File: config.mk
export PLATFORM = sky130hd
export DESIGN_NAME = store_data_apdu_segmenter
export DESIGN_NICKNAME = d
export VERILOG_FILES = /design/src/sv/sdas_pkg.sv /design/src/sv/store_data_apdu_segmenter.sv
export SDC_FILE = /design/constraint.sdc
export NUM_CORES = 1
export LEC_CHECK = 0
export ABC_AREA = 1
export BUFFER_PORTS_ARGS = -buffer_cell sky130_fd_sc_hd__buf_2
export CAP_MARGIN = 20
export CELL_PAD_IN_SITES_DETAIL_PLACEMENT = 2
export CELL_PAD_IN_SITES_GLOBAL_PLACEMENT = 2
export CORE_MARGIN = 1
export CORE_UTILIZATION = 35
export DETAILED_ROUTE_END_ITERATION = 10
export PLACE_DENSITY = 0.79
export SLEW_MARGIN = 15
export SYNTH_ARGS = -nofsm -noshare
export SYNTH_HDL_FRONTEND = slang
export SYNTH_SLANG_ARGS = --single-unit
File: constraint.sdc
create_clock -name clk -period 3.5 [get_ports clk]
set_input_delay 0.35 -clock clk [delete_from_list [all_inputs] [get_ports clk]]
set_output_delay 0.35 -clock clk [all_outputs]
set_load 0.03 [all_outputs]
File: src/sv/sdas_pkg.sv
`timescale 1ns / 1ps
// ----------------------------------------------------------------------------
// sdas_pkg
// Constants shared by the STORE DATA APDU segmenter.
// ----------------------------------------------------------------------------
package sdas_pkg;

  // Maximum data bytes per command APDU
  localparam logic [7:0] CHUNK = 8'd240;

  localparam logic [7:0] CLA_BASE      = 8'h80;
  localparam logic [7:0] CLA_EXT_CHAN  = 8'h40;
  localparam logic [7:0] INS_STORE     = 8'hE2;
  localparam logic [7:0] P1_MORE       = 8'h10;
  localparam logic [7:0] P1_LAST       = 8'h90;
  localparam logic [7:0] P1_RESP       = 8'h01;
  localparam logic [7:0] LE_BYTE       = 8'h00;
  localparam logic [4:0] CHAN_BASIC_MAX = 5'd3;
  localparam logic [4:0] CHAN_EXT_OFS   = 5'd4;

  // Byte slots of one command APDU fragment
  typedef enum logic [2:0] {
    SLOT_CLA  = 3'd0,
    SLOT_INS  = 3'd1,
    SLOT_P1   = 3'd2,
    SLOT_P2   = 3'd3,
    SLOT_LC   = 3'd4,
    SLOT_DATA = 3'd5,
    SLOT_LE   = 3'd6
  } slot_t;

  // Bytes produced by one accepted message byte
  typedef struct packed {
    logic [7:0] cla;
    logic [7:0] p1;
    logic [7:0] p2;
    logic [7:0] lc;
    logic [7:0] data;
    logic       has_le;
    logic       msg_end;
  } frag_t;

endpackage

File: src/sv/store_data_apdu_segmenter.sv
`timescale 1ns / 1ps
// ----------------------------------------------------------------------------
// store_data_apdu_segmenter
// Cuts a TLV byte stream into chained STORE DATA command APDUs.
// ----------------------------------------------------------------------------
// Usage:
//   in_*  : one message byte per transaction; tdata carries the byte and the
//           total message length, tuser the response-expected flag.
//   out_* : the APDU byte stream, one byte per transaction; tlast marks the
//           Le byte closing each APDU, tuser marks the Le of the final APDU.
//   cfg_* : writes the logical channel number; always ready, write only
//           while the block is idle.
// Throughput: the output register moves one byte per cycle unless out_tready
//   stalls it; a message byte yields one APDU byte, two if it closes a chunk,
//   six if it opens one and seven if it does both. The next message byte is
//   taken in the cycle the previous one's last APDU byte moves to the output register.
// Path: an accepted transaction is held in the fragment register and its APDU
//   bytes pass through the output register before they are valid on the output.
// Reset: counters, channel and both valid flags clear; holding data is not reset.
// Stall: with out_tready low the output byte holds, the pending fragment
//   holds and in_tready drops until the fragment drains.
// ----------------------------------------------------------------------------
module store_data_apdu_segmenter
  import sdas_pkg::*;
(
  input  logic        clk,
  input  logic        rst_n,
  input  logic        in_tvalid,
  output logic        in_tready,
  input  logic [23:0] in_tdata,   // [7:0] data_byte, [23:8] message_length
  input  logic [0:0]  in_tuser,   // [0] response_expected
  output logic        out_tvalid,
  input  logic        out_tready,
  output logic [7:0]  out_tdata,  // [7:0] apdu_byte
  output logic        out_tlast,
  output logic [0:0]  out_tuser,  // [0] message_end
  input  logic        cfg_valid,
  output logic        cfg_ready,
  input  logic [4:0]  cfg_data
);

  logic [4:0]  channel_r, channel_nxt;
  logic [15:0] bytes_done_r, bytes_done_nxt;
  logic [7:0]  chunk_pos_r, chunk_pos_nxt;
  logic [7:0]  block_num_r, block_num_nxt;

  frag_t       frag_r, frag_nxt;
  logic        frag_valid_r, frag_valid_nxt;
  slot_t       slot_r, slot_nxt;

  logic        out_valid_r, out_valid_nxt;
  logic [7:0]  out_byte_r, out_byte_nxt;
  logic        out_last_r, out_last_nxt;
  logic        out_mend_r, out_mend_nxt;

  logic [7:0]  data_in;
  logic [15:0] len_in;
  logic        resp_in;
  logic [15:0] pending;
  logic        msg_last, chunk_last, last_block, accept;
  logic [4:0]  ext_chan;
  logic        out_free, emit, frag_done;
  slot_t       last_slot;
  logic [7:0]  cur_byte;

  assign data_in = in_tdata[7:0];
  assign len_in  = in_tdata[23:8];
  assign resp_in = in_tuser[0];
  assign cfg_ready = 1'b1;

  assign out_free  = !out_valid_r || out_tready;
  assign emit      = frag_valid_r && out_free;
  assign last_slot = frag_r.has_le ? SLOT_LE : SLOT_DATA;
  assign frag_done = emit && (slot_r == last_slot);
  assign in_tready = !frag_valid_r || frag_done;
  assign accept    = in_tvalid && in_tready;

  // Remaining count is taken as one when the length is already reached
  assign pending    = (len_in > bytes_done_r) ? (len_in - bytes_done_r) : 16'd1;
  assign msg_last   = (pending == 16'd1);
  assign chunk_last = msg_last || ({1'b0, chunk_pos_r} + 9'd1 >= {1'b0, CHUNK});
  assign last_block = (pending <= {8'd0, CHUNK});
  assign ext_chan   = channel_r - CHAN_EXT_OFS;

  always_comb begin
    frag_nxt.cla     = (channel_r <= CHAN_BASIC_MAX) ? (CLA_BASE | {6'd0, channel_r[1:0]})
                                                     : (CLA_BASE | CLA_EXT_CHAN |
                                                        {4'd0, ext_chan[3:0]});
    frag_nxt.p1      = (last_block ? P1_LAST : P1_MORE) | (resp_in ? P1_RESP : 8'h00);
    frag_nxt.p2      = block_num_r;
    frag_nxt.lc      = last_block ? pending[7:0] : CHUNK;
    frag_nxt.data    = data_in;
    frag_nxt.has_le  = chunk_last;
    frag_nxt.msg_end = msg_last;
  end

  always_comb begin
    unique case (slot_r)
      SLOT_CLA:  cur_byte = frag_r.cla;
      SLOT_INS:  cur_byte = INS_STORE;
      SLOT_P1:   cur_byte = frag_r.p1;
      SLOT_P2:   cur_byte = frag_r.p2;
      SLOT_LC:   cur_byte = frag_r.lc;
      SLOT_DATA: cur_byte = frag_r.data;
      SLOT_LE:   cur_byte = LE_BYTE;
      default:   cur_byte = LE_BYTE;
    endcase
  end

  always_comb begin
    channel_nxt    = cfg_valid ? cfg_data : channel_r;
    bytes_done_nxt = bytes_done_r;
    chunk_pos_nxt  = chunk_pos_r;
    block_num_nxt  = block_num_r;
    frag_valid_nxt = frag_valid_r;
    slot_nxt       = slot_r;
    out_valid_nxt  = out_valid_r;
    out_byte_nxt   = out_byte_r;
    out_last_nxt   = out_last_r;
    out_mend_nxt   = out_mend_r;

    if (accept) begin
      frag_valid_nxt = 1'b1;
      slot_nxt       = (chunk_pos_r == 8'd0) ? SLOT_CLA : SLOT_DATA;
      if (chunk_last && msg_last) begin
        bytes_done_nxt = 16'd0;
        chunk_pos_nxt  = 8'd0;
        block_num_nxt  = 8'd0;
      end else if (chunk_last) begin
        bytes_done_nxt = bytes_done_r + 16'd1;
        chunk_pos_nxt  = 8'd0;
        block_num_nxt  = block_num_r + 8'd1;
      end else begin
        bytes_done_nxt = bytes_done_r + 16'd1;
        chunk_pos_nxt  = chunk_pos_r + 8'd1;
      end
    end else if (frag_done) begin
      frag_valid_nxt = 1'b0;
    end else if (emit) begin
      slot_nxt = slot_t'(slot_r + 3'd1);
    end

    if (emit) begin
      out_valid_nxt = 1'b1;
      out_byte_nxt  = cur_byte;
      out_last_nxt  = (slot_r == SLOT_LE);
      out_mend_nxt  = (slot_r == SLOT_LE) && frag_r.msg_end;
    end else if (out_tready) begin
      out_valid_nxt = 1'b0;
    end
  end

  always_ff @(posedge clk) begin
    if (!rst_n) begin
      channel_r    <= 5'd0;
      bytes_done_r <= 16'd0;
      chunk_pos_r  <= 8'd0;
      block_num_r  <= 8'd0;
      frag_valid_r <= 1'b0;
      slot_r       <= SLOT_CLA;
      out_valid_r  <= 1'b0;
    end else begin
      channel_r    <= channel_nxt;
      bytes_done_r <= bytes_done_nxt;
      chunk_pos_r  <= chunk_pos_nxt;
      block_num_r  <= block_num_nxt;
      frag_valid_r <= frag_valid_nxt;
      slot_r       <= slot_nxt;
      out_valid_r  <= out_valid_nxt;
    end
  end

  always_ff @(posedge clk) begin
    if (accept) begin
      frag_r <= frag_nxt;
    end
    out_byte_r <= out_byte_nxt;
    out_last_r <= out_last_nxt;
    out_mend_r <= out_mend_nxt;
  end

  assign out_tvalid   = out_valid_r;
  assign out_tdata    = out_byte_r;
  assign out_tlast    = out_last_r;
  assign out_tuser[0] = out_mend_r;

`ifndef NO_ASSERTIONS
  a_mend_on_apdu_end : assert property (@(posedge clk) disable iff (!rst_n)
    out_tvalid && out_tuser[0] |-> out_tlast)
    else $error("message end flagged on a byte that does not close an APDU");

  a_no_accept_busy : assert property (@(posedge clk) disable iff (!rst_n)
    frag_valid_r && !out_free |-> !in_tready)
    else $error("input accepted while fragment is blocked");

  a_slot_range : assert property (@(posedge clk) disable iff (!rst_n)
    frag_valid_r |-> (slot_r <= last_slot))
    else $error("fragment slot ran past its last byte");

  a_reset_state : assert property (@(posedge clk)
    !rst_n |=> (bytes_done_r == 16'd0 && chunk_pos_r == 8'd0 && !out_valid_r))
    else $error("state not cleared by reset");
`endif

endmodule

==> results of run 1 <==
layer usage:
metal  track usage [%]  vias up  part of all wire, %
li1                  -     2206                    -
met4              5.94        0                  1.4
met5                 0        -                    0
met2              41.7       46                   51
met3              3.56       19                  2.1
met1              28.1     2207                   45
final timing paths:
path / from / end / slack, ps
worst max-delay path: bytes_done_r[6] / frag_r[15] / 460
worst min-delay path: in_tdata[0] / frag_r[2] / 180
worst max register to register: bytes_done_r[6] / frag_r[15] / 460
worst min register to register: block_num_r[6] / frag_r[24] / 440
state kept, by name, indices dropped and copies added (netlist names):
| name | cells |
|---|---|
| block_num_r | 8 |
| bytes_done_r | 16 |
| channel_r | 5 |
| chunk_pos_r | 8 |
| frag_r | 33 |
| frag_valid_r | 1 |
| out_tdata | 8 |
| out_tlast | 1 |
| out_tuser | 1 |
| out_tvalid | 1 |
| slot_r | 3 |
synthesized netlist by cell type, types with 2 or more instances:
library cell,n
a21oi_1,22
a221oi_1,2
and2_1,2
buf_2,2
clkbuf_1,3
dfxtp_1,42
edfxtp_1,43
ha_1,26
inv_1,104
inv_2,12
nand2_1,189
nand2_2,6
nand2_8,2
nand3_1,34
nand3_2,2
nand3b_1,4
nand4_1,12
nor2_1,67
nor2_2,8
nor2_4,2
nor3_1,11
nor3_2,2
o21ai_0,22
o21ai_1,2
o21ai_2,4
xnor2_1,5
xor2_1,15
power by group:
| part | switching, uW | total (uW) | internal (uW) |
|---|---|---|---|
| clock | 418 | 1050 | 629 |
| combinational | 259 | 374 | 115 |
| sequential | 26.7 | 1130 | 1110 |
| total | 704 | 2560 | 1850 |
area by class of cell:
| class | instances | area share (%) |
|---|---|---|
| Timing Repair Buffer | 49 | 4.38 |
| Inverter | 117 | 7.65 |
| Clock inverter | 7 | 1.73 |
| Tap cell | 180 | 3.90 |
| Clock buffer | 9 | 3.90 |
| Sequential cell | 85 | 36.9 |
| Multi-Input combinational cell | 453 | 41.5 |
logic make-up (layout without fill, tap and decap cells):
family,after synthesis,in the layout
XOR/XNOR,20,20
other,1,1
AND/OR/NAND/NOR,344,344
adder cells (fa/ha/maj),27,27
flip-flops,85,85
buffers and inverters,124,182
AO/OA/AOI/OAI,61,61
through the flow:
| step | total power [uW] | instances | hold slack [ps] |
|---|---|---|---|
| floorplan | 1390 | 662 | 408 |
| global placement | 1510 | 884 | 421 |
| detailed placement | 1530 | 884 | 427 |
| CTS | 2580 | 900 | 170 |
| global route | 2660 | 900 | 170 |
| finish | 2560 | 900 | 182 |
==> run_results.csv, run 1 <==
group,metric,value,unit
status,outcome,"finished clean",
clocking,cts_num_sinks,85,
routing,vias_per_cell,4.98,
logic_synthesis,yosysWarnings,0,
die,die_x,122,um
sta,slew_headroom,61.3,%
worst_setup_path,crit_arrival,3130,ps
sta,rsz0062_at_grt,"no",
job,maxCapViolCount,0,
clocking,cts_buffers,9,
logic_synthesis,synth_xor_xnor_area_share,3.50,%
worst_setup_path,cp-start-kind,"flip-flop",
placed_design,port-buffer-count,46,
die,io_pins,48,
sta,fin_ws,463,ps
sta,final_max_slew_viol_count,0,
worst_setup_path,cp_slowest_stage_delay,470,ps
sta,setup_viol,0,
logic_synthesis,synth-compound-area-share,7.07,%
routing,vias,4478,
worst_setup_path,crit_required,3600,ps
logic_synthesis,synth_top_family_by_area,"simple AND/OR/NAND/NOR gates",
logic_synthesis,synth-simple-area-share,30.3,%
die,design.core.area,13900,um2
global_routing,overflow,0,
pwr,ir_drop,0.207,mV
logic_synthesis,yosys.area.top_type,"edfxtp_1",
clocking,clockBufferDepth,2,
logic_synthesis,synth_edf_count,43,
clocking,clk_pin_slew,70,ps
hold_path,min_delay_path_depth,1,
die,die-area,14800,um2
cells_and_area,finish.utilization,41.4,%
hold_path,holdCritPathClass,"in -> reg",
routing,drcViolationCount,0,
worst_setup_path,crit_slowest_cell,"dfxtp_1",
cells_and_area,n_fill_cell,1640,
cells_and_area,drive_gt1_share,14.7,%
placed_design,detailed_place_hpwl,12.3,mm
global_routing,grt_max_degree,44,
die,initial_utilization,36.0,%
logic_synthesis,ys_types,44,
sta,tns,0,ps
global_routing,antenna_found_initial,0,
logic_synthesis,synthAdderAreaFrac,6.89,%
clocking,h-tree-depth,3,
cells_and_area,mostFrequentLayoutCells,"nand2_1 (189), inv_1 (104), nor2_1 (67), buf_2 (46), edfxtp_1 (43)",
sta,skew,7.26,ps
worst_setup_path,crit_chain,"inv_1 > ha_1 > nand2_1 > nor2_1 > nand2_1 > nand2_1 > xor2_1 > nand4_1 > o21ai_1 > inv_1 > nand3_1 > nand2_1",
global_routing,grt_pass1_vias,5032,
routing,drt_iter0_drc,150,
pwr,power_density,443,nW/um2
die,row_count,43,
cells_and_area,fin_nets,777,
logic_synthesis,synthTopCellsByArea,"edfxtp_1 (26%), dfxtp_1 (17%), nand2_1 (14%)",
clocking,clk_latency,340,ps
logic_synthesis,avgSynthCellArea,7.57,um2
pwr,leakage,0.00268,uW
clocking,clockRootBuffer,"clkbuf_16",
worst_setup_path,end_kind,"flip-flop",
clocking,ctsResizeCount,0,
worst_setup_path,setup.worst_path.class,"reg -> reg",
clocking,cts_setup_buffers,0,
logic_synthesis,synth_mux_area_share,0,%
placed_design,dpl-instance-area,5450,um2
cells_and_area,seq_area,2130,um2
routing,wl,15.7,mm
placed_design,gp_congestion,0.823,
cells_and_area,multi_input_area,2400,um2
global_routing,grtUsageTotal,22.9,%
cells_and_area,final_common_cell,"nand2_1",
sta,finalHoldViolCount,0,
global_routing,grt_pass1_wl,25.7,mm
logic_synthesis,syn-num-nets,724,
routing,firstDrtPassIters,4,
clocking,cts_tree,"done",
die,die_h,122,um
cells_and_area,finalInstanceArea,5770,um2
logic_synthesis,ys_async_sr_fraction,0,%
sta,clock.fmax,329,MHz
routing,ant_nets,0,
logic_synthesis,syn-cell-area,5010,um2
worst_setup_path,crit_cells,12,
worst_setup_path,cpMostUsedCell,"nand2_1",
worst_setup_path,worstPathMaxFanout,7,
sta,finalCritPeriodShare,86.8,%
logic_synthesis,syn_inst,662,
sta,period_minus_slack,3040,ps
worst_setup_path,cp_num_buf_inv,2,
placed_design,post-place-ws,440,ps
sta,worst_pin_slew,576,ps
logic_synthesis,synth.top_cell.area_share,25.8,%
logic_synthesis,ys.flop_type,"edfxtp_1",
logic_synthesis,ys_ff_latch,85,
routing,wl_per_cell,17.4,um
worst_setup_path,critical-path-top-delay-family,"simple AND/OR/NAND/NOR gates",
worst_setup_path,r2r_cells,12,
cells_and_area,area_growth,15.2,%
logic_synthesis,ys_seq_area_share,42.5,%
clocking,holdBufCountCts,0,
cells_and_area,antenna_cells,0,
No activity file was read; power rests on OpenSTA's default activity.
==> run 2: changes to the inputs <==
CELL_PAD_IN_SITES_DETAIL_PLACEMENT = 1   (was 2)
==> run_results.csv, run 2 (synthesis gave the netlist of run 1 again) <==
group,metric,value,unit
status,outcome,"finished clean",
global_routing,overflow,0,
clocking,cts_setup_buffers,0,
sta,finalCritPeriodShare,82.8,%
cells_and_area,antenna_cells,0,
routing,wl_per_cell,14.5,um
worst_setup_path,crit_slowest_cell,"dfxtp_1",
worst_setup_path,crit_required,3590,ps
die,row_count,43,
worst_setup_path,end_kind,"flip-flop",
hold_path,min_delay_path_depth,1,
sta,holdWs,181,ps
cells_and_area,final_common_cell,"nand2_1",
cells_and_area,largest_reg_flops,33,
worst_setup_path,r2r_cells,12,
worst_setup_path,crit_cells,12,
sta,skew,6.63,ps
cells_and_area,drive_gt1_share,14.7,%
pwr,pwr-share-seq,45.8,%
routing,wl_met1,6.51,mm
hold_path,holdCritPathClass,"in -> reg",
worst_setup_path,cp-start-kind,"flip-flop",
sta,finalHoldViolCount,0,
die,die_h,122,um
routing,ant_nets,0,
worst_setup_path,crit_arrival,2990,ps
global_routing,grt_pass1_wl,21.7,mm
placed_design,detailed_place_hpwl,10.6,mm
sta,rsz0062_at_grt,"no",
worst_setup_path,setup.worst_path.class,"reg -> reg",
worst_setup_path,cp_slowest_stage_delay,470,ps
worst_setup_path,crit_chain,"inv_1 > ha_1 > nand2_1 > inv_1 > a21oi_1 > nand2_1 > xor2_1 > nand4_1 > o21ai_1 > inv_1 > nand3_1 > nand2_1",
die,die_x,122,um
pwr,p_int,1780,uW
sta,clock.fmax,345,MHz
cells_and_area,mostFrequentLayoutCells,"nand2_1 (189), inv_1 (104), nor2_1 (67), buf_2 (46), edfxtp_1 (43)",
routing,wl_met2,6.16,mm
sta,period_minus_slack,2900,ps
die,die-area,14800,um2
sta,tns,0,ps
worst_setup_path,critical-path-top-delay-family,"simple AND/OR/NAND/NOR gates",
worst_setup_path,worstPathMaxFanout,7,
pwr,leakage,0.00267,uW
global_routing,grt_max_degree,44,
die,design.core.area,13900,um2
pwr,p_sw,687,uW
routing,dr_wl_met3,336,um
die,io_pins,48,
routing,routed.top_layer,"met4",
routing,vias,4305,
global_routing,grt_pass1_vias,4353,
sta,slew_headroom,62.9,%
routing,vias_per_cell,4.78,
clocking,h-tree-depth,3,
die,initial_utilization,36.0,%
routing,drcViolationCount,0,
cells_and_area,area_growth,14.9,%
global_routing,grtUsageTotal,19.0,%
job,maxCapViolCount,0,
global_routing,antenna_found_initial,0,
sta,final_max_slew_viol_count,0,
clocking,ctsResizeCount,0,
pwr,ir_drop,0.268,mV
routing,firstDrtPassIters,4,
clocking,cts_tree,"done",
cells_and_area,reg_top3,"frag_r x33, bytes_done_r x16",
clocking,holdBufCountCts,0,
routing,drt_iter0_drc,221,
placed_design,port-buffer-count,46,
sta,worst_pin_slew,556,ps
clocking,clk_pin_slew,60,ps
routing,wl,13.1,mm
cells_and_area,largest_register,"frag_r",
clocking,clk_latency,340,ps
worst_setup_path,cp_num_buf_inv,3,
pwr,power_density,429,nW/um2
clocking,clockRootBuffer,"clkbuf_16",
pwr,combPwrFrac,14.5,%
clocking,cts_num_sinks,85,
clocking,cts_buffers,9,
sta,setup_viol,0,
pwr,clockPowerShare,39.8,%
pwr,p_sw_share,27.8,%
placed_design,gp_congestion,0.823,
clocking,clockBufferDepth,2,
cells_and_area,fin_nets,777,
[run 2: through the flow]
| stage | setup slack, ps | util [%] | instances | cell area (um2) | power, uW |
|---|---|---|---|---|---|
| final | 604 | 41.3 | 900 | 5760 | 2470 |
| after global routing | 316 | 41.3 | 900 | 5760 | 2590 |
| after CTS | 614 | 41.3 | 900 | 5760 | 2510 |
| after detailed placement | 530 | 39.1 | 884 | 5450 | 1510 |
| after global placement | 581 | 39.1 | 884 | 5450 | 1510 |
| after floorplan | 981 | - | 662 | 5010 | 1390 |
[run 2: final timing paths]
| check | from | endpoint | slack, ps |
|---|---|---|---|
| max | bytes_done_r[6] | frag_r[15] | 600 |
| min | in_tdata[4] | frag_r[6] | 180 |
| max reg2reg | bytes_done_r[6] | frag_r[15] | 600 |
| min reg2reg | block_num_r[6] | frag_r[24] | 440 |
[run 2: cell type report]
type	instances	area (um2)
clock inverters	7	81.3
well taps	180	225
inverters	117	442
clock buffers	9	225
multi-input cells	453	2400
repair buffers	49	253
flip-flops and latches	85	2130
fillers	1780	8180
[run 2: power by group through the flow]
stage	sequential (uW)	clock, uW	combinational, uW
after floorplan	1170	0	227
after global placement	1150	0	355
after detailed placement	1150	0	361
after CTS	1130	1010	364
after global routing	1140	1050	405
final	1130	983	358
[run 2: routing by layer]
metal	up-vias	GRT usage [%]
met5	-	0
met4	0	3.24
met3	7	4.31
met2	48	31.1
met1	2040	25.7
li1	2210	-
